===== config.mk =====
export PLATFORM = sky130hd
export DESIGN_NAME = native_name_escape_encoder_flat
export DESIGN_NICKNAME = d
export VERILOG_FILES = /design/src/nnee_pkg.sv /design/src/nnee_if.sv /design/src/nnee_front.sv /design/src/nnee_fifo.sv /design/src/nnee_back.sv /design/src/native_name_escape_encoder.sv /design/src/flat_wrapper.sv
export VERILOG_INCLUDE_DIRS = /design/src /design/src/src
export SDC_FILE = /design/constraint.sdc
export NUM_CORES = 1
export LEC_CHECK = 0
export CORE_ASPECT_RATIO = 1.4
export CORE_MARGIN = 2
export CORE_UTILIZATION = 35
export CTS_CLUSTER_DIAMETER = 40
export DETAILED_ROUTE_END_ITERATION = 8
export DONT_BUFFER_PORTS = 1
export PLACE_DENSITY = 0.54
export REMOVE_ABC_BUFFERS = 1
export SLEW_MARGIN = 20
export SYNTH_ARGS = -nofsm -noshare
export SYNTH_HDL_FRONTEND = slang
export SYNTH_SLANG_ARGS = --single-unit

===== constraint.sdc =====
create_clock -name clk_i -period 6.85 [get_ports clk_i]
set_input_delay 1.0275 -clock clk_i [delete_from_list [all_inputs] [get_ports clk_i]]
set_output_delay 1.0275 -clock clk_i [all_outputs]
set_load 0.05 [all_outputs]

===== src/native_name_escape_encoder_assert.svh =====
// Assertion macros for the name escape encoder.
`ifndef NATIVE_NAME_ESCAPE_ENCODER_ASSERT_SVH
`define NATIVE_NAME_ESCAPE_ENCODER_ASSERT_SVH

`ifndef SYNTH
// Plain check, disabled while reset is asserted.
`define NNEE_ASSERT(name, clk, rst_n, prop, msg) \
  name: assert property (@(posedge clk) disable iff (!rst_n) prop) else $error(msg);
// Cause in one cycle, effect in the next.
`define NNEE_ASSERT_NEXT(name, clk, rst_n, cause, effect, msg) \
  name: assert property (@(posedge clk) disable iff (!rst_n) (cause) |=> (effect)) \
    else $error(msg);
`else
`define NNEE_ASSERT(name, clk, rst_n, prop, msg)
`define NNEE_ASSERT_NEXT(name, clk, rst_n, cause, effect, msg)
`endif

`endif


===== src/nnee_pkg.sv =====
package nnee_pkg;

  localparam logic [6:0] CharNul        = 7'h00;
  localparam logic [6:0] CharUnderscore = 7'h5f;
  localparam logic [6:0] CharZero       = 7'h30;
  localparam logic [6:0] CharOne        = 7'h31;
  localparam logic [6:0] CharTwo        = 7'h32;
  localparam logic [6:0] CharThree      = 7'h33;

  localparam logic [15:0] UnitSlash      = 16'h002f;
  localparam logic [15:0] UnitUnderscore = 16'h005f;
  localparam logic [15:0] UnitSemicolon  = 16'h003b;
  localparam logic [15:0] UnitBracket    = 16'h005b;
  localparam logic [15:0] UnitDigitZero  = 16'h0030;
  localparam logic [15:0] UnitDigitThree = 16'h0033;

  localparam logic [7:0] AsciiLimit = 8'h80;

  // Escape lengths in characters.
  localparam logic [2:0] LenShort = 3'd1;
  localparam logic [2:0] LenPair  = 3'd2;
  localparam logic [2:0] LenHex   = 3'd6;

  // One decoded unit waiting for the serializer.
  typedef struct packed {
    logic [15:0] code_unit;
    logic        err;       // segment rejected: emit the error word
    logic        seg_end;   // unit came from the closing byte
  } job_t;

  typedef struct packed {
    logic empty;
    logic full;
  } qstat_t;

  function automatic logic is_alnum(input logic [15:0] u);
    return (u >= 16'h0030 && u <= 16'h0039) || (u >= 16'h0041 && u <= 16'h005a) ||
           (u >= 16'h0061 && u <= 16'h007a);
  endfunction

  function automatic logic [6:0] hex_char(input logic [3:0] n);
    return (n < 4'd10) ? (7'h30 + {3'b000, n}) : (7'h57 + {3'b000, n});
  endfunction

endpackage


===== src/nnee_if.sv =====
interface nnee_in_if;
  logic       valid;
  logic       ready;
  logic [7:0] name_byte;
  logic       segment_start;
  logic       segment_end;

  modport source (output valid, output name_byte, output segment_start,
                  output segment_end, input ready);
  modport sink   (input valid, input name_byte, input segment_start,
                  input segment_end, output ready);
endinterface

interface nnee_out_if;
  logic       valid;
  logic       ready;
  logic [6:0] out_char;
  logic       run_last;
  logic       segment_done;
  logic       rejected;

  modport source (output valid, output out_char, output run_last,
                  output segment_done, output rejected, input ready);
  modport sink   (input valid, input out_char, input run_last,
                  input segment_done, input rejected, output ready);
endinterface


===== src/nnee_front.sv =====
module nnee_front (
  input  logic            clk_i,
  input  logic            rst_ni,
  nnee_in_if.sink         in_i,
  input  nnee_pkg::qstat_t q_stat_i,
  output logic            push_o,
  output nnee_pkg::job_t  job_o
);
  import nnee_pkg::*;

  logic        cdn_q, cdn_d;
  logic [15:0] partial_q, partial_d;
  logic [1:0]  pend_q, pend_d;
  logic        skip_q, skip_d;

  logic        cdn_e, skip_e;
  logic [15:0] partial_e;
  logic [1:0]  pend_e;
  logic        have;
  logic        reject;
  logic [15:0] code_unit;
  logic [7:0]  b;
  logic        accept;

  assign in_i.ready = !q_stat_i.full;
  assign accept     = in_i.valid && in_i.ready;
  assign b          = in_i.name_byte;

  always_comb begin
    // segment start wipes leftovers of the previous segment
    cdn_e     = in_i.segment_start ? 1'b1  : cdn_q;
    partial_e = in_i.segment_start ? '0    : partial_q;
    pend_e    = in_i.segment_start ? 2'd0  : pend_q;
    skip_e    = in_i.segment_start ? 1'b0  : skip_q;

    have      = 1'b0;
    code_unit = '0;
    partial_d = partial_e;
    pend_d    = pend_e;

    if (!skip_e) begin
      case (pend_e)
        2'd0: begin
          if (b < AsciiLimit) begin
            code_unit = {8'h00, b};
            have      = 1'b1;
          end else if (b[7:5] == 3'b110) begin
            partial_d = {8'h00, b};
            pend_d    = 2'd1;
          end else if (b[7:4] == 4'he) begin
            partial_d = {8'h00, b};
            pend_d    = 2'd2;
          end else begin
            code_unit = {8'h00, b};
            have      = 1'b1;
          end
        end
        2'd1: begin
          if (partial_e[15:8] == 8'h00) begin
            code_unit = {5'b00000, partial_e[4:0], b[5:0]};
          end else begin
            code_unit = {partial_e[11:8], partial_e[5:0], b[5:0]};
          end
          have      = 1'b1;
          partial_d = '0;
          pend_d    = 2'd0;
        end
        default: begin
          partial_d = {partial_e[7:0], b};
          pend_d    = 2'd1;
        end
      endcase
    end

    reject = have && cdn_e && code_unit >= UnitDigitZero && code_unit <= UnitDigitThree;

    // emit a decoded unit, or the orphan lead byte of a truncated sequence
    push_o        = 1'b0;
    job_o.err     = reject;
    job_o.seg_end = in_i.segment_end;
    job_o.code_unit = code_unit;
    if (!skip_e && have) begin
      push_o = accept;
    end else if (!skip_e && in_i.segment_end && pend_d != 2'd0) begin
      push_o          = accept;
      job_o.code_unit = {8'h00, (partial_d[15:8] == 8'h00) ? partial_d[7:0] : partial_d[15:8]};
    end

    cdn_d  = cdn_e;
    skip_d = skip_e;
    if (have) begin
      if (reject) begin
        skip_d = 1'b1;
      end else begin
        cdn_d = (code_unit == UnitSlash);
      end
    end
    if (in_i.segment_end) begin
      cdn_d     = 1'b1;
      partial_d = '0;
      pend_d    = 2'd0;
      skip_d    = 1'b0;
    end
  end

  always_ff @(posedge clk_i or negedge rst_ni) begin
    if (!rst_ni) begin
      cdn_q     <= 1'b1;
      partial_q <= '0;
      pend_q    <= 2'd0;
      skip_q    <= 1'b0;
    end else if (accept) begin
      cdn_q     <= cdn_d;
      partial_q <= partial_d;
      pend_q    <= pend_d;
      skip_q    <= skip_d;
    end
  end

endmodule


===== src/nnee_fifo.sv =====
module nnee_fifo #(
  parameter int Depth = 4
) (
  input  logic             clk_i,
  input  logic             rst_ni,
  input  logic             push_i,
  input  nnee_pkg::job_t   job_i,
  input  logic             pop_i,
  output nnee_pkg::job_t   head_o,
  output nnee_pkg::qstat_t stat_o
);
  import nnee_pkg::*;

  localparam int PtrW = (Depth > 1) ? $clog2(Depth) : 1;
  localparam int CntW = $clog2(Depth + 1);
  localparam logic [PtrW-1:0] PtrMax = PtrW'(Depth - 1);
  localparam logic [CntW-1:0] CntMax = CntW'(Depth);

  job_t            mem_q [Depth];
  logic [PtrW-1:0] wr_ptr_q, rd_ptr_q;
  logic [CntW-1:0] cnt_q;

  assign head_o       = mem_q[rd_ptr_q];
  assign stat_o.empty = (cnt_q == '0);
  assign stat_o.full  = (cnt_q == CntMax);

  always_ff @(posedge clk_i) begin
    if (push_i) begin
      mem_q[wr_ptr_q] <= job_i;
    end
  end

  always_ff @(posedge clk_i or negedge rst_ni) begin
    if (!rst_ni) begin
      wr_ptr_q <= '0;
      rd_ptr_q <= '0;
      cnt_q    <= '0;
    end else begin
      if (push_i) begin
        wr_ptr_q <= (wr_ptr_q == PtrMax) ? '0 : wr_ptr_q + 1'b1;
      end
      if (pop_i) begin
        rd_ptr_q <= (rd_ptr_q == PtrMax) ? '0 : rd_ptr_q + 1'b1;
      end
      if (push_i && !pop_i) begin
        cnt_q <= cnt_q + 1'b1;
      end else if (pop_i && !push_i) begin
        cnt_q <= cnt_q - 1'b1;
      end
    end
  end

endmodule


===== src/nnee_back.sv =====
module nnee_back (
  input  logic             clk_i,
  input  logic             rst_ni,
  input  nnee_pkg::job_t   head_i,
  input  nnee_pkg::qstat_t q_stat_i,
  output logic             pop_o,
  output logic             busy_o,
  nnee_out_if.source       out_o
);
  import nnee_pkg::*;

  logic [2:0] idx_q, idx_d;
  logic [2:0] len;
  logic [6:0] ch;
  logic       last;
  logic       load;
  logic       valid_q;
  logic [6:0] char_q;
  logic       run_last_q, seg_done_q, rejected_q;
  logic [15:0] u;

  assign u = head_i.code_unit;

  always_comb begin
    if (head_i.err || is_alnum(u) || u == UnitSlash) begin
      len = LenShort;
    end else if (u == UnitUnderscore || u == UnitSemicolon || u == UnitBracket) begin
      len = LenPair;
    end else begin
      len = LenHex;
    end

    case (idx_q)
      3'd0: begin
        if (head_i.err) begin
          ch = CharNul;
        end else if (is_alnum(u)) begin
          ch = u[6:0];
        end else begin
          ch = CharUnderscore;
        end
      end
      3'd1: begin
        if (u == UnitUnderscore) begin
          ch = CharOne;
        end else if (u == UnitSemicolon) begin
          ch = CharTwo;
        end else if (u == UnitBracket) begin
          ch = CharThree;
        end else begin
          ch = CharZero;
        end
      end
      3'd2:    ch = hex_char(u[15:12]);
      3'd3:    ch = hex_char(u[11:8]);
      3'd4:    ch = hex_char(u[7:4]);
      default: ch = hex_char(u[3:0]);
    endcase

    last  = (idx_q == len - 3'd1);
    load  = !q_stat_i.empty && (!valid_q || out_o.ready);
    pop_o = load && last;
    idx_d = idx_q;
    if (load) begin
      idx_d = last ? 3'd0 : idx_q + 3'd1;
    end
  end

  assign busy_o = (idx_q != 3'd0);

  always_ff @(posedge clk_i or negedge rst_ni) begin
    if (!rst_ni) begin
      idx_q   <= 3'd0;
      valid_q <= 1'b0;
    end else begin
      idx_q <= idx_d;
      if (load) begin
        valid_q <= 1'b1;
      end else if (out_o.ready) begin
        valid_q <= 1'b0;
      end
    end
  end

  always_ff @(posedge clk_i) begin
    if (load) begin
      char_q     <= ch;
      run_last_q <= last;
      seg_done_q <= last && (head_i.seg_end || head_i.err);
      rejected_q <= head_i.err;
    end
  end

  assign out_o.valid        = valid_q;
  assign out_o.out_char     = char_q;
  assign out_o.run_last     = run_last_q;
  assign out_o.segment_done = seg_done_q;
  assign out_o.rejected     = rejected_q;

endmodule


===== src/native_name_escape_encoder.sv =====
// Name segment escaper: modified UTF-8 bytes in, escaped ASCII characters out.
// in_i carries one byte per word with segment_start / segment_end marks.
// out_o carries one character per word; run_last closes the characters of
// one input byte, segment_done closes the segment, rejected flags the error
// word that cancels a segment starting (or continuing after '/') with 0..3.
// Throughput: one byte per cycle while each byte yields one character and
// out_o.ready stays high; an escaped unit holds the serializer for its
// length (2 or 6 characters), and the character serializer sets the rate.
// The unit queue between decoder and serializer absorbs those bursts.
// Path: a decoded unit is written into the unit queue; its characters are registered at the output.
// Reset: asynchronous, clears decoder state, queue and output valid;
// in_i.ready is high out of reset.
// Stall: when out_o.ready is low the output word holds; the decoder keeps
// taking bytes until the queue fills, then drops in_i.ready.
module native_name_escape_encoder #(
  parameter int QueueDepth = 4
) (
  input  logic        clk_i,
  input  logic        rst_ni,
  nnee_in_if.sink     in_i,
  nnee_out_if.source  out_o
);
  import nnee_pkg::*;

`include "native_name_escape_encoder_assert.svh"

  job_t   push_job;
  job_t   head_job;
  qstat_t q_stat;
  logic   push;
  logic   pop;
  logic   back_busy;

  // Decode bytes to units and check the leading-digit rule.
  nnee_front u_front (
    .clk_i    (clk_i),
    .rst_ni   (rst_ni),
    .in_i     (in_i),
    .q_stat_i (q_stat),
    .push_o   (push),
    .job_o    (push_job)
  );

  // Hold decoded units until the serializer is free.
  nnee_fifo #(
    .Depth (QueueDepth)
  ) u_fifo (
    .clk_i  (clk_i),
    .rst_ni (rst_ni),
    .push_i (push),
    .job_i  (push_job),
    .pop_i  (pop),
    .head_o (head_job),
    .stat_o (q_stat)
  );

  // Expand each unit into its escape sequence, one character per cycle while out_o.ready is high.
  nnee_back u_back (
    .clk_i    (clk_i),
    .rst_ni   (rst_ni),
    .head_i   (head_job),
    .q_stat_i (q_stat),
    .pop_o    (pop),
    .busy_o   (back_busy),
    .out_o    (out_o)
  );

  // Mid-sequence the unit being expanded must still sit at the queue head.
  `NNEE_ASSERT(a_busy_has_head, clk_i, rst_ni, back_busy |-> !q_stat.empty, "serializer busy on empty queue")
  // A push without a pop leaves the queue nonempty.
  `NNEE_ASSERT_NEXT(a_push_fills, clk_i, rst_ni, push && !pop, !q_stat.empty, "pushed unit lost")
  // A word that closes a segment also closes its byte.
  `NNEE_ASSERT(a_done_is_last, clk_i, rst_ni, out_o.valid && out_o.segment_done |-> out_o.run_last, "segment closed mid byte")

endmodule


===== src/flat_wrapper.sv =====
// flat-port wrapper written by rule: the top's interface ports become plain ports
module native_name_escape_encoder_flat import nnee_pkg::*;
#(
  parameter int QueueDepth = 4
)
  (clk_i, rst_ni, in_i_valid, in_i_name_byte, in_i_segment_start, in_i_segment_end, in_i_ready, out_o_valid, out_o_out_char, out_o_run_last, out_o_segment_done, out_o_rejected, out_o_ready);
  nnee_in_if in_i_i ();
  nnee_out_if out_o_i ();
  input  logic clk_i;
  input  logic rst_ni;
  input wire logic [$bits(in_i_i.valid)-1:0] in_i_valid;
  input wire logic [$bits(in_i_i.name_byte)-1:0] in_i_name_byte;
  input wire logic [$bits(in_i_i.segment_start)-1:0] in_i_segment_start;
  input wire logic [$bits(in_i_i.segment_end)-1:0] in_i_segment_end;
  output wire logic [$bits(in_i_i.ready)-1:0] in_i_ready;
  output wire logic [$bits(out_o_i.valid)-1:0] out_o_valid;
  output wire logic [$bits(out_o_i.out_char)-1:0] out_o_out_char;
  output wire logic [$bits(out_o_i.run_last)-1:0] out_o_run_last;
  output wire logic [$bits(out_o_i.segment_done)-1:0] out_o_segment_done;
  output wire logic [$bits(out_o_i.rejected)-1:0] out_o_rejected;
  input wire logic [$bits(out_o_i.ready)-1:0] out_o_ready;
  assign in_i_i.valid = in_i_valid;
  assign in_i_i.name_byte = in_i_name_byte;
  assign in_i_i.segment_start = in_i_segment_start;
  assign in_i_i.segment_end = in_i_segment_end;
  assign in_i_ready = in_i_i.ready;
  assign out_o_valid = out_o_i.valid;
  assign out_o_out_char = out_o_i.out_char;
  assign out_o_run_last = out_o_i.run_last;
  assign out_o_segment_done = out_o_i.segment_done;
  assign out_o_rejected = out_o_i.rejected;
  assign out_o_i.ready = out_o_ready;
  native_name_escape_encoder #(.QueueDepth(QueueDepth)) u_core (.clk_i(clk_i), .rst_ni(rst_ni), .in_i(in_i_i), .out_o(out_o_i));
endmodule

After elaboration in Yosys (flattened, before gate mapping)
Memory sizes are Yosys's and may differ from the RTL's.
Cells that the tools add are included.
{"block": "totals", "register_bits": 41, "ram_bits": 72, "input_bits": 14, "output_inout_bits": 12, "wordCells": 153, "memories": 1}
{"block": "op_classes", "n_addsub": 14, "magnitude_cmp": 13, "n_eq_ne": 16, "muxes": 59, "reduce_logical": 37}
{"memory": "u_core.u_fifo.mem_q", "depth": 4, "width": 18, "rd": 1, "rd_ports_with_merged_regs": 0, "wr": 1, "line": "nnee_fifo.sv:19", "rtl": "job_t mem_q [Depth];"}
{"operator": "$mux 16", "count": 10}
{"operator": "$pmux 16 s2", "count": 2}
{"operator": "$eq 16x6->1 const B", "count": 3}
{"operator": "$mux 7", "count": 6}
{"operator": "$pmux 7 s5", "count": 1}
{"operator": "$eq 16x7->1 const B", "count": 2}
{"operator": "$ge 16x6->1 const B", "count": 2}
{"operator": "$ge 16x7->1 const B", "count": 2}
{"operator": "$le 16x6->1 const B", "count": 2}
{"operator": "$le 16x7->1 const B", "count": 2}
{"operator": "$mux 8", "count": 4}
{"operator": "$add 6x4->7 const A", "count": 4}
{"operator": "$add 7x4->7 const A", "count": 4}
{"operator": "$mux 2", "count": 11}
{"operator": "$mux 1", "count": 18}
{"operator": "$logic_not 8->1", "count": 2}
{"operator": "$lt 4x4->1 const B", "count": 4}
{"operator": "$logic_and 1x1->1", "count": 15}
{"operator": "$mux 3", "count": 5}
{"operator": "$eq 3x3->1 const B", "count": 3}
{"operator": "$logic_or 1x1->1", "count": 8}
{"operator": "$lt 8x8->1 const B", "count": 1}
{"operator": "$add 3x1->3 const B", "count": 2}
{"operator": "$eq 3x2->1 const B", "count": 2}
{"operator": "13 further kinds", "count": 24}

Depth between registers and ports, before layout
Gate-level depths: netlist of the first run.
{"block": "logic_depth", "depth_word": 14, "ltp_mapped": 20, "mapped_depth_nobuf": 18}

Modules after synthesis
From an unflattened synthesis of the first run, not the netlist that was laid out.
{"block": "unflattened", "hier_cells": 531, "area_unflattened_um2": 6224.7}
{"module": "nnee_fifo", "n_inst": 1, "cells_per_inst": 131, "area_per_inst_um2": 3011.6, "seq_area_each_um2": 2337.2}
{"module": "nnee_front", "n_inst": 1, "cells_per_inst": 208, "area_per_inst_um2": 1672.9, "seq_area_each_um2": 501.7}
{"module": "nnee_back", "n_inst": 1, "cells_per_inst": 192, "area_per_inst_um2": 1540.2, "seq_area_each_um2": 400.4}

Worst setup path after synthesis of the first run
No wires, ideal clock.
{"block": "synth_timing", "path_type": "register to register", "from": "register u_core.u_fifo.rd_ptr_q[0]", "to": "register u_core.u_fifo.cnt_q[1]", "setup_time_ns": 0.125, "t_arrival_ns": 3.710, "required_ns": 6.725, "setup_slack_ns": 3.016, "stages_incl_launch_ff": 19, "n_path_buf": 2, "synth_period_minus_slack_ns": 3.834, "cell_sequence": "dfrtp_1 -> buf_6 -> buf_12 -> mux4_2 -> inv_1 -> ha_1 -> nand2_1 -> o22a_1 -> o211ai_1 -> a21oi_1 -> o22ai_1 -> o211ai_4 -> nor2_4 -> mux2i_2 -> inv_1 -> ha_1 -> inv_1 -> fa_1 -> mux2_2"}
{"block": "synth_between", "elab_chain_cells": 14, "word_cells_on_any_way": 30, "cone_classes": "add/sub: 1; order compare: 6; eq/ne: 5; mux: 3; reduce/logical: 14; memory: 1"}
{"item": "start, declared", "line": "nnee_fifo.sv:20", "rtl": "logic [PtrW-1:0] wr_ptr_q, rd_ptr_q;"}
{"item": "start signal, assigned", "line": "nnee_fifo.sv:43", "rtl": "rd_ptr_q <= (rd_ptr_q == PtrMax) ? '0 : rd_ptr_q + 1'b1;"}
{"item": "$mem_v2 4x18 (*)"}
{"item": "$ge 16x6->1, or another cell as far along", "line": "nnee_pkg.sv:37", "rtl": "return (u >= 16'h0030 && u <= 16'h0039) || (u >= 16'h0041 && u <= 16'h005a) ||"}
{"item": "$logic_and 1x1->1", "line": "nnee_pkg.sv:37"}
{"item": "$logic_or 1x1->1 (2 in series)", "line": "nnee_pkg.sv:37"}
{"item": "$logic_or 1x1->1 (2 in series)", "line": "nnee_back.sv:25", "rtl": "if (head_i.err || is_alnum(u) || u == UnitSlash) begin"}
{"item": "$mux 3 (*)", "line": "nnee_back.sv:25"}
{"item": "$sub 3x1->3 (*)", "line": "nnee_back.sv:60", "rtl": "last = (idx_q == len - 3'd1);"}
{"item": "$eq 3x3->1 (*)", "line": "nnee_back.sv:60"}
{"item": "$logic_and 1x1->1 (*)", "line": "nnee_back.sv:62", "rtl": "pop_o = load && last;"}
{"item": "$logic_not 1->1", "line": "nnee_fifo.sv:45", "rtl": "if (push_i && !pop_i) begin"}
{"item": "$logic_and 1x1->1", "line": "nnee_fifo.sv:45"}
{"item": "$mux 3 or $reduce_bool 2->1 (tied branches)"}
{"item": "end signal, assigned", "line": "nnee_fifo.sv:46", "rtl": "cnt_q <= cnt_q + 1'b1;"}
{"item": "end signal, assigned", "line": "nnee_fifo.sv:48", "rtl": "cnt_q <= cnt_q - 1'b1;"}
{"item": "end, declared", "line": "nnee_fifo.sv:21", "rtl": "logic [CntW-1:0] cnt_q;"}
Every way passes the cells marked *; elsewhere a longest branch is shown, timed or not.
A chain may end at the register's enable or synchronous reset.

Worst setup path in the final report of the first run
Ends and elaborated chain as after synthesis.

==> flow_summary.yaml, run 1 <==
route:
  wl_per_cell_microns: 19.4
  drt_iter0_markers: 290
  routed_wl_mm: 15.4
  detail-route-antenna-nets: 0
  vias_per_cell: 5.73
  firstDrtPassIters: 6
  vias: 4546
  drc: 0
clock_network:
  tritoncts: "done"
  cts_root_buf: "clkbuf_16"
  htree_levels: 4
  clock-sinks: 113
  holdBufCountCts: 0
  path_clk_slew_ns: 0.05
  clockBufferDepth: 2
  ctsResizeCount: 0
  clk_latency_ns: 0.41
  cts_made_buffers: 17
  cts_setup_buffers: 0
timing:
  tightest_slew_ns: 1.06
  finalClockSkew_ns: 0.00833
  slew_viol_final: 0
  max_freq_mhz: 226
  fin_crit_sh: 0.647
  finalSetupViolations: 0
  rsz0062_at_grt: "no"
  maxSlewHeadroom: 0.297
  hold_viol: 0
  period_needed_ns: 4.43
  finalSetupTns_ns: 0
pwr:
  power_leakage_uw: 0.00264
  power.density_nw_per_um2: 469
  swShare: 0.385
  sequentialPowerShare: 0.343
  p_int_uw: 2060
  power_frac_comb: 0.370
  power.switching_uw: 1280
  max-vdd-ir-drop_mv: 0.155
  clkPwrFrac: 0.288
setup_path:
  reg2reg_from: "u_core.u_fifo.rd_ptr_q[0]"
  critPathLaunchType: "flip-flop"
  crit_type: "reg -> reg"
  arrival_ns: 4.72
  worstPathRequired_ns: 7.14
  cp_max_fo: 22
  end_kind: "flip-flop"
  reg2reg_slack_ns: 2.42
  r2r-end: "u_core.u_fifo.cnt_q[1]"
  ff2ff_path_depth: 16
final_layout:
  diodes: 0
  fin_nets: 583
  seq_area_sq_um: 3240
  drive_gt1_frac: 0.118
  fillers: 1632
  area.growth.synth_to_final_pct: 13.6
  finish.utilization: 0.407
  multi_input_area_sq_um: 2830
synthesis:
  yosysUniqueCellTypes: 66
  ys_warn_count: 0
  yosysSeqAreaShare: 0.517
  synth-edff-count: 82
  synthArstFlopShare: 0.274
  netlist_area_sq_um: 6270
  synth_flop_cell: "edfxtp_1"
  ys_seq_elements: 113
  syn_avg_cell_area_sq_um: 11.6
  synthCells: 542
global_routing:
  antenna_found_initial: 0
  grt-ovfl-total: 0
  grt_pass1_wl_mm: 24.6
  grt_max_degree: 32
  grt_usage: 0.172
  grt_pass1_vias: 4730
flow_run:
  maxCapViolCount: 0
floorplan:
  start_util: 0.359
  die_h_microns: 162
  rows: 57
  ios: 26
  die_x_microns: 117
  die_area_sq_um: 19000
  core_sq_um: 17500
placement:
  gp_congestion: 0.969
  dp_hpwl_mm: 11.0
  io_buffers: 0
run_status:
  status: "completed"
hold_path:
  hold_path_class: "in -> async"
[cells by family after synthesis]
family / after synthesis / synth area share
and+or+nand+nor: 185 / 0.140
AOI/OAI and AO/OA: 136 / 0.152
DFF: 113 / 0.517
buffers and inverters: 42 / 0.0313
muxes: 34 / 0.0996
adders and majority gates: 25 / 0.0511
xor gates and xnor gates: 7 / 0.00978
[sequential cells by signal, indices dropped and copies added (netlist names), 2 cells and up]
| signal | cells |
|---|---|
| u_core.u_fifo.mem_q | 72 |
| u_core.u_fifo.cnt_q | 3 |
| u_core.u_back.out_o.out_char | 7 |
| u_core.u_front.partial_q | 16 |
| u_core.u_back.idx_q | 3 |
| u_core.u_fifo.rd_ptr_q | 2 |
| u_core.u_fifo.wr_ptr_q | 2 |
| u_core.u_front.pend_q | 2 |
[worst max path at each step]
stage                               from                endpoint  slack (ns)  depth (start not counted)
2_1_floorplan  u_core.u_fifo.rd_ptr_q[0]  u_core.u_fifo.cnt_q[1]        2.42                         16
3_3_place_gp   u_core.u_fifo.rd_ptr_q[0]  u_core.u_fifo.cnt_q[1]        2.15                         16
3_5_place_dp   u_core.u_fifo.rd_ptr_q[0]  u_core.u_fifo.cnt_q[1]        2.06                         16
4_1_cts        u_core.u_fifo.rd_ptr_q[0]  u_core.u_fifo.cnt_q[1]        2.04                         16
5_1_grt        u_core.u_fifo.rd_ptr_q[0]  u_core.u_fifo.cnt_q[1]        2.09                         16
6_report       u_core.u_fifo.rd_ptr_q[0]  u_core.u_fifo.cnt_q[1]        2.42                         16
[cell usage in the layout, fill, tap and decap left out, types with 6 or more instances in the layout]
master / count
mux2_2: 7
nor3_1: 11
edfxtp_1: 82
nor4_1: 7
o21ai_0: 33
ha_1: 24
nand3_1: 10
dfrtp_1: 29
nor2_1: 55
a22o_1: 6
a32oi_1: 10
a222oi_1: 7
nand2_1: 58
mux4_2: 15
and2_1: 17
a21oi_1: 22
inv_1: 21
o22ai_1: 8
a22oi_1: 12
clkbuf_16: 17
a31oi_1: 6
[Yosys cell counts, drive strengths merged, types with 7 or more instances]
cell type  instances  area share
a32oi             10       0.014
a22oi             12       0.014
nand3             10      0.0080
a21oi             22       0.018
a222oi             7       0.011
nor4               7      0.0070
ha                24       0.048
nor3              11      0.0088
mux2               9       0.016
dfrtp             30        0.12
nor2              56       0.035
mux4              20       0.075
o21ai             34       0.027
and2              17       0.017
edfxtp            82        0.39
o22ai              8      0.0080
inv               22       0.013
clkbuf            10      0.0060
buf               10       0.012
nand2             58       0.035
[cell type report]
type,count,area share
Sequential cell,113,0.455
Tap cell,236,0.0415
Multi-Input combinational cell,387,0.398
Clock buffer,21,0.0647
Clock inverter,11,0.0260
Inverter,22,0.0116
Timing Repair Buffer,3,0.00316
[metal layers]
metal | global-route usage | vias up | routed length (microns) | part of all wire
met5 | 0 | - | 0 | 0
met4 | 0.105 | 0 | 715 | 0.047
met3 | 0.0368 | 48 | 647 | 0.042
met2 | 0.296 | 162 | 7950 | 0.52
met1 | 0.192 | 2244 | 6050 | 0.39
li1 | - | 2092 | - | -
[critical path, cell delays in order, from the launching register on]
cell and delay (ns):
dfrtp_2 0.73, mux4_2 0.69, inv_1 0.14, ha_1 0.21, nand2_1 0.06, o22a_1 0.28, o211ai_1 0.21, a21oi_1 0.09
o22ai_1 0.23, o211ai_4 0.15, nor2_4 0.15, mux2i_2 0.31, inv_1 0.08, ha_1 0.22, inv_1 0.07, fa_1 0.40
mux2_2 0.27
[power by group through the flow]
| stage | Sequential (uW) | Clock [uW] | Combinational (uW) |
|---|---|---|---|
| 2_1_floorplan | 1150 | 0 | 879 |
| 3_3_place_gp | 1150 | 0 | 1220 |
| 3_5_place_dp | 1160 | 0 | 1230 |
| 4_1_cts | 1150 | 976 | 1230 |
| 5_1_grt | 1170 | 1010 | 1360 |
| 6_report | 1140 | 961 | 1240 |
[per-stage QoR]
step / area, sq um / cells / setup WS (ns) / hold slack, ns / power (uW)
floorplan: 6150 / 522 / 2.42 / 0.464 / 2030
global placement: 6470 / 761 / 2.15 / 0.481 / 2370
detailed placement: 6470 / 761 / 2.06 / 0.495 / 2390
CTS: 7120 / 793 / 2.04 / 0.293 / 3350
global route: 7120 / 793 / 2.09 / 0.288 / 3530
finish: 7120 / 793 / 2.42 / 0.308 / 3340
(Power assumes the default switching activity.)
==> run 2, diff against run 1 <==
==> constraint.sdc (replaced) <==
create_clock -name clk_i -period 4.25 [get_ports clk_i]
set_input_delay 0.6375 -clock clk_i [delete_from_list [all_inputs] [get_ports clk_i]]
set_output_delay 0.6375 -clock clk_i [all_outputs]
set_load 0.05 [all_outputs]
==> run 2 against run 1 <==
Net effect: global-route usage grew 0.95 points; worst hold slack lost 0.26 ns; critical path type unchanged; fmax grew 9.4%; critical path depth is the same; clock skew is essentially flat; count of clock-buffer cells in the layout shrank 1; clock power grew 52%; highest routed layer unchanged.
==> flow_summary.yaml, run 2 (synthesized netlist as in run 1, its figures left out) <==
setup_path:
  worstPathRequired_ns: 4.55
  cpMaxStageDelayCell: "mux4_2"
  cp_top_family: "multiplexers"
  end_kind: "flip-flop"
  critPathLaunchType: "flip-flop"
  cp_max_fo: 6
  crit_chain: "mux4_2 -> inv_1 -> ha_1 -> nand2b_1 -> o22a_1 -> a311oi_1 -> o2111a_1 -> o2bb2ai_2 -> o211ai_4 -> nor2_4 -> mux2i_2 -> inv_1 -> ha_1 -> inv_1 -> fa_1 -> mux2_2"
  slowest_delay_ns: 0.63
  worst_path_most_repeated_cell: "inv_1"
  arrival_ns: 4.35
  path_buf_inv: 3
  crit_type: "reg -> reg"
route:
  drt_iter0_markers: 362
  drc: 0
  vias: 4571
  firstDrtPassIters: 6
  vias_per_cell: 5.66
  wl_per_cell_microns: 20.1
  routed_wl_mm: 16.2
  detail-route-antenna-nets: 0
clock_network:
  cts_root_buf: "clkbuf_16"
  cts_made_buffers: 17
  htree_levels: 4
  path_clk_slew_ns: 0.05
  clock-sinks: 113
  clk_latency_ns: 0.41
  clockBufferDepth: 2
  tritoncts: "done"
timing:
  slew_viol_final: 0
  max_freq_mhz: 247
  finalClockSkew_ns: 0.00828
  hold_viol: 0
  maxSlewHeadroom: 0.373
  setup_slack_ns: 0.198
  rsz0062_at_grt: "no"
  tightest_slew_ns: 0.933
  fin_crit_sh: 0.954
  period_needed_ns: 4.05
  finalSetupViolations: 0
pwr:
  power_leakage_uw: 0.00269
  power_uw: 5420
  max-vdd-ir-drop_mv: 0.250
  power.density_nw_per_um2: 751
global_routing:
  grt_max_degree: 31
  antenna_found_initial: 0
  grt-ovfl-total: 0
  grt_pass1_vias: 4737
  grt_usage: 0.181
  grt_pass1_wl_mm: 25.7
run_status:
  status: "completed"
final_layout:
  layout_commonest_cell: "edfxtp_1"
  largest_register: "u_core.u_fifo.mem_q"
  fin_nets: 598
  area.growth.synth_to_final_pct: 15.2
  drive_gt1_frac: 0.147
  mostFrequentLayoutCells: "edfxtp_1 (82), nand2_1 (58), nor2_1 (55), o21ai_0 (33), dfrtp_1 (28)"
  diodes: 0
  largest_reg_flops: 72
floorplan:
  rows: 57
  die_h_microns: 162
  start_util: 0.359
  ios: 26
  die_x_microns: 117
  die_area_sq_um: 19000
  core_sq_um: 17500
placement:
  io_buffers: 0
  dp_slack_ns: 0.106
  gp_congestion: 0.937
  dp_hpwl_mm: 11.6
flow_run:
  maxCapViolCount: 0
hold_path:
  hold_path_class: "in -> async"
## run 2: cell count changes in the layout (fill, tap and decap cells not counted), moves of 2 or more
cell / delta
clkinv_2: +2
clkbuf_8: -2
buf_12: +2
buf_4: +13
clkinv_4: -2
## run 2: per-layer routing
metal	vias to the layer above	track usage	share of wire
li1	2106	-	-
met1	2284	0.204	0.39
met2	146	0.321	0.54
met3	35	0.0439	0.043
met4	0	0.0813	0.031
met5	-	0	0
## run 2: timing repair
item                                    in CTS  in global routing
setup buffers                                0                  2
hold buffers                                 1                  0
hold endpoints to repair                    30                  0
endpoints found under the setup margin       0                  2
resized for setup                            0                  5
## run 2: metrics by stage
stage / std cells / hold WS [ns] / setup TNS, ns / area (sq um) / utilization
after floorplan: 522 / 0.342 / -0.273 / 6150 / -
after global placement: 773 / 0.343 / 0 / 6570 / 0.376
after detailed placement: 773 / 0.343 / 0 / 6570 / 0.376
after CTS: 806 / 0.0452 / 0 / 7190 / 0.412
after global routing: 808 / 0.0387 / 0 / 7220 / 0.413
final: 808 / 0.0526 / 0 / 7220 / 0.413
## run 2: power breakdown
part / switching, uW / internal, uW / leakage [uW]
clock network: 487 / 972 / 0.000293
registers: 333 / 1490 / 0.00117
logic: 1290 / 844 / 0.00123
## run 2: final timing paths
kind                                           start                        end  slack (ns)  cells past startpoint
max reg2reg                u_core.u_fifo.rd_ptr_q[0]     u_core.u_fifo.cnt_q[1]        0.20                     16
min reg2reg                   u_core.u_fifo.cnt_q[2]     u_core.u_fifo.cnt_q[2]        0.50                      1
max                        u_core.u_fifo.rd_ptr_q[0]     u_core.u_fifo.cnt_q[1]        0.20                     16
min                                           rst_ni  u_core.u_fifo.wr_ptr_q[0]        0.05                      1
min in group clk_i                  in_i_segment_end  u_core.u_fifo.mem_q[3][0]        0.32                      0
max in group asynchronous                     rst_ni  u_core.u_fifo.rd_ptr_q[0]        4.00                      1
## run 2: cell type report
type	count	area (sq um)
timing repair buffer	18	160
sequential	113	3240
multi-input combinational	387	2840
clock inverter	12	164
fill	1643	10300
inverter	22	82.6
clock buffer	20	437
tap	236	295
## run 2: worst register-to-register path, stage by stage (launching register included)
cell and delay, ns:
dfrtp_2 0.44, mux4_2 0.63, inv_1 0.11, ha_1 0.22
nand2b_1 0.08, o22a_1 0.25, a311oi_1 0.35, o2111a_1 0.26
o2bb2ai_2 0.11, o211ai_4 0.14, nor2_4 0.07, mux2i_2 0.25
inv_1 0.08, ha_1 0.22, inv_1 0.07, fa_1 0.40
mux2_2 0.26
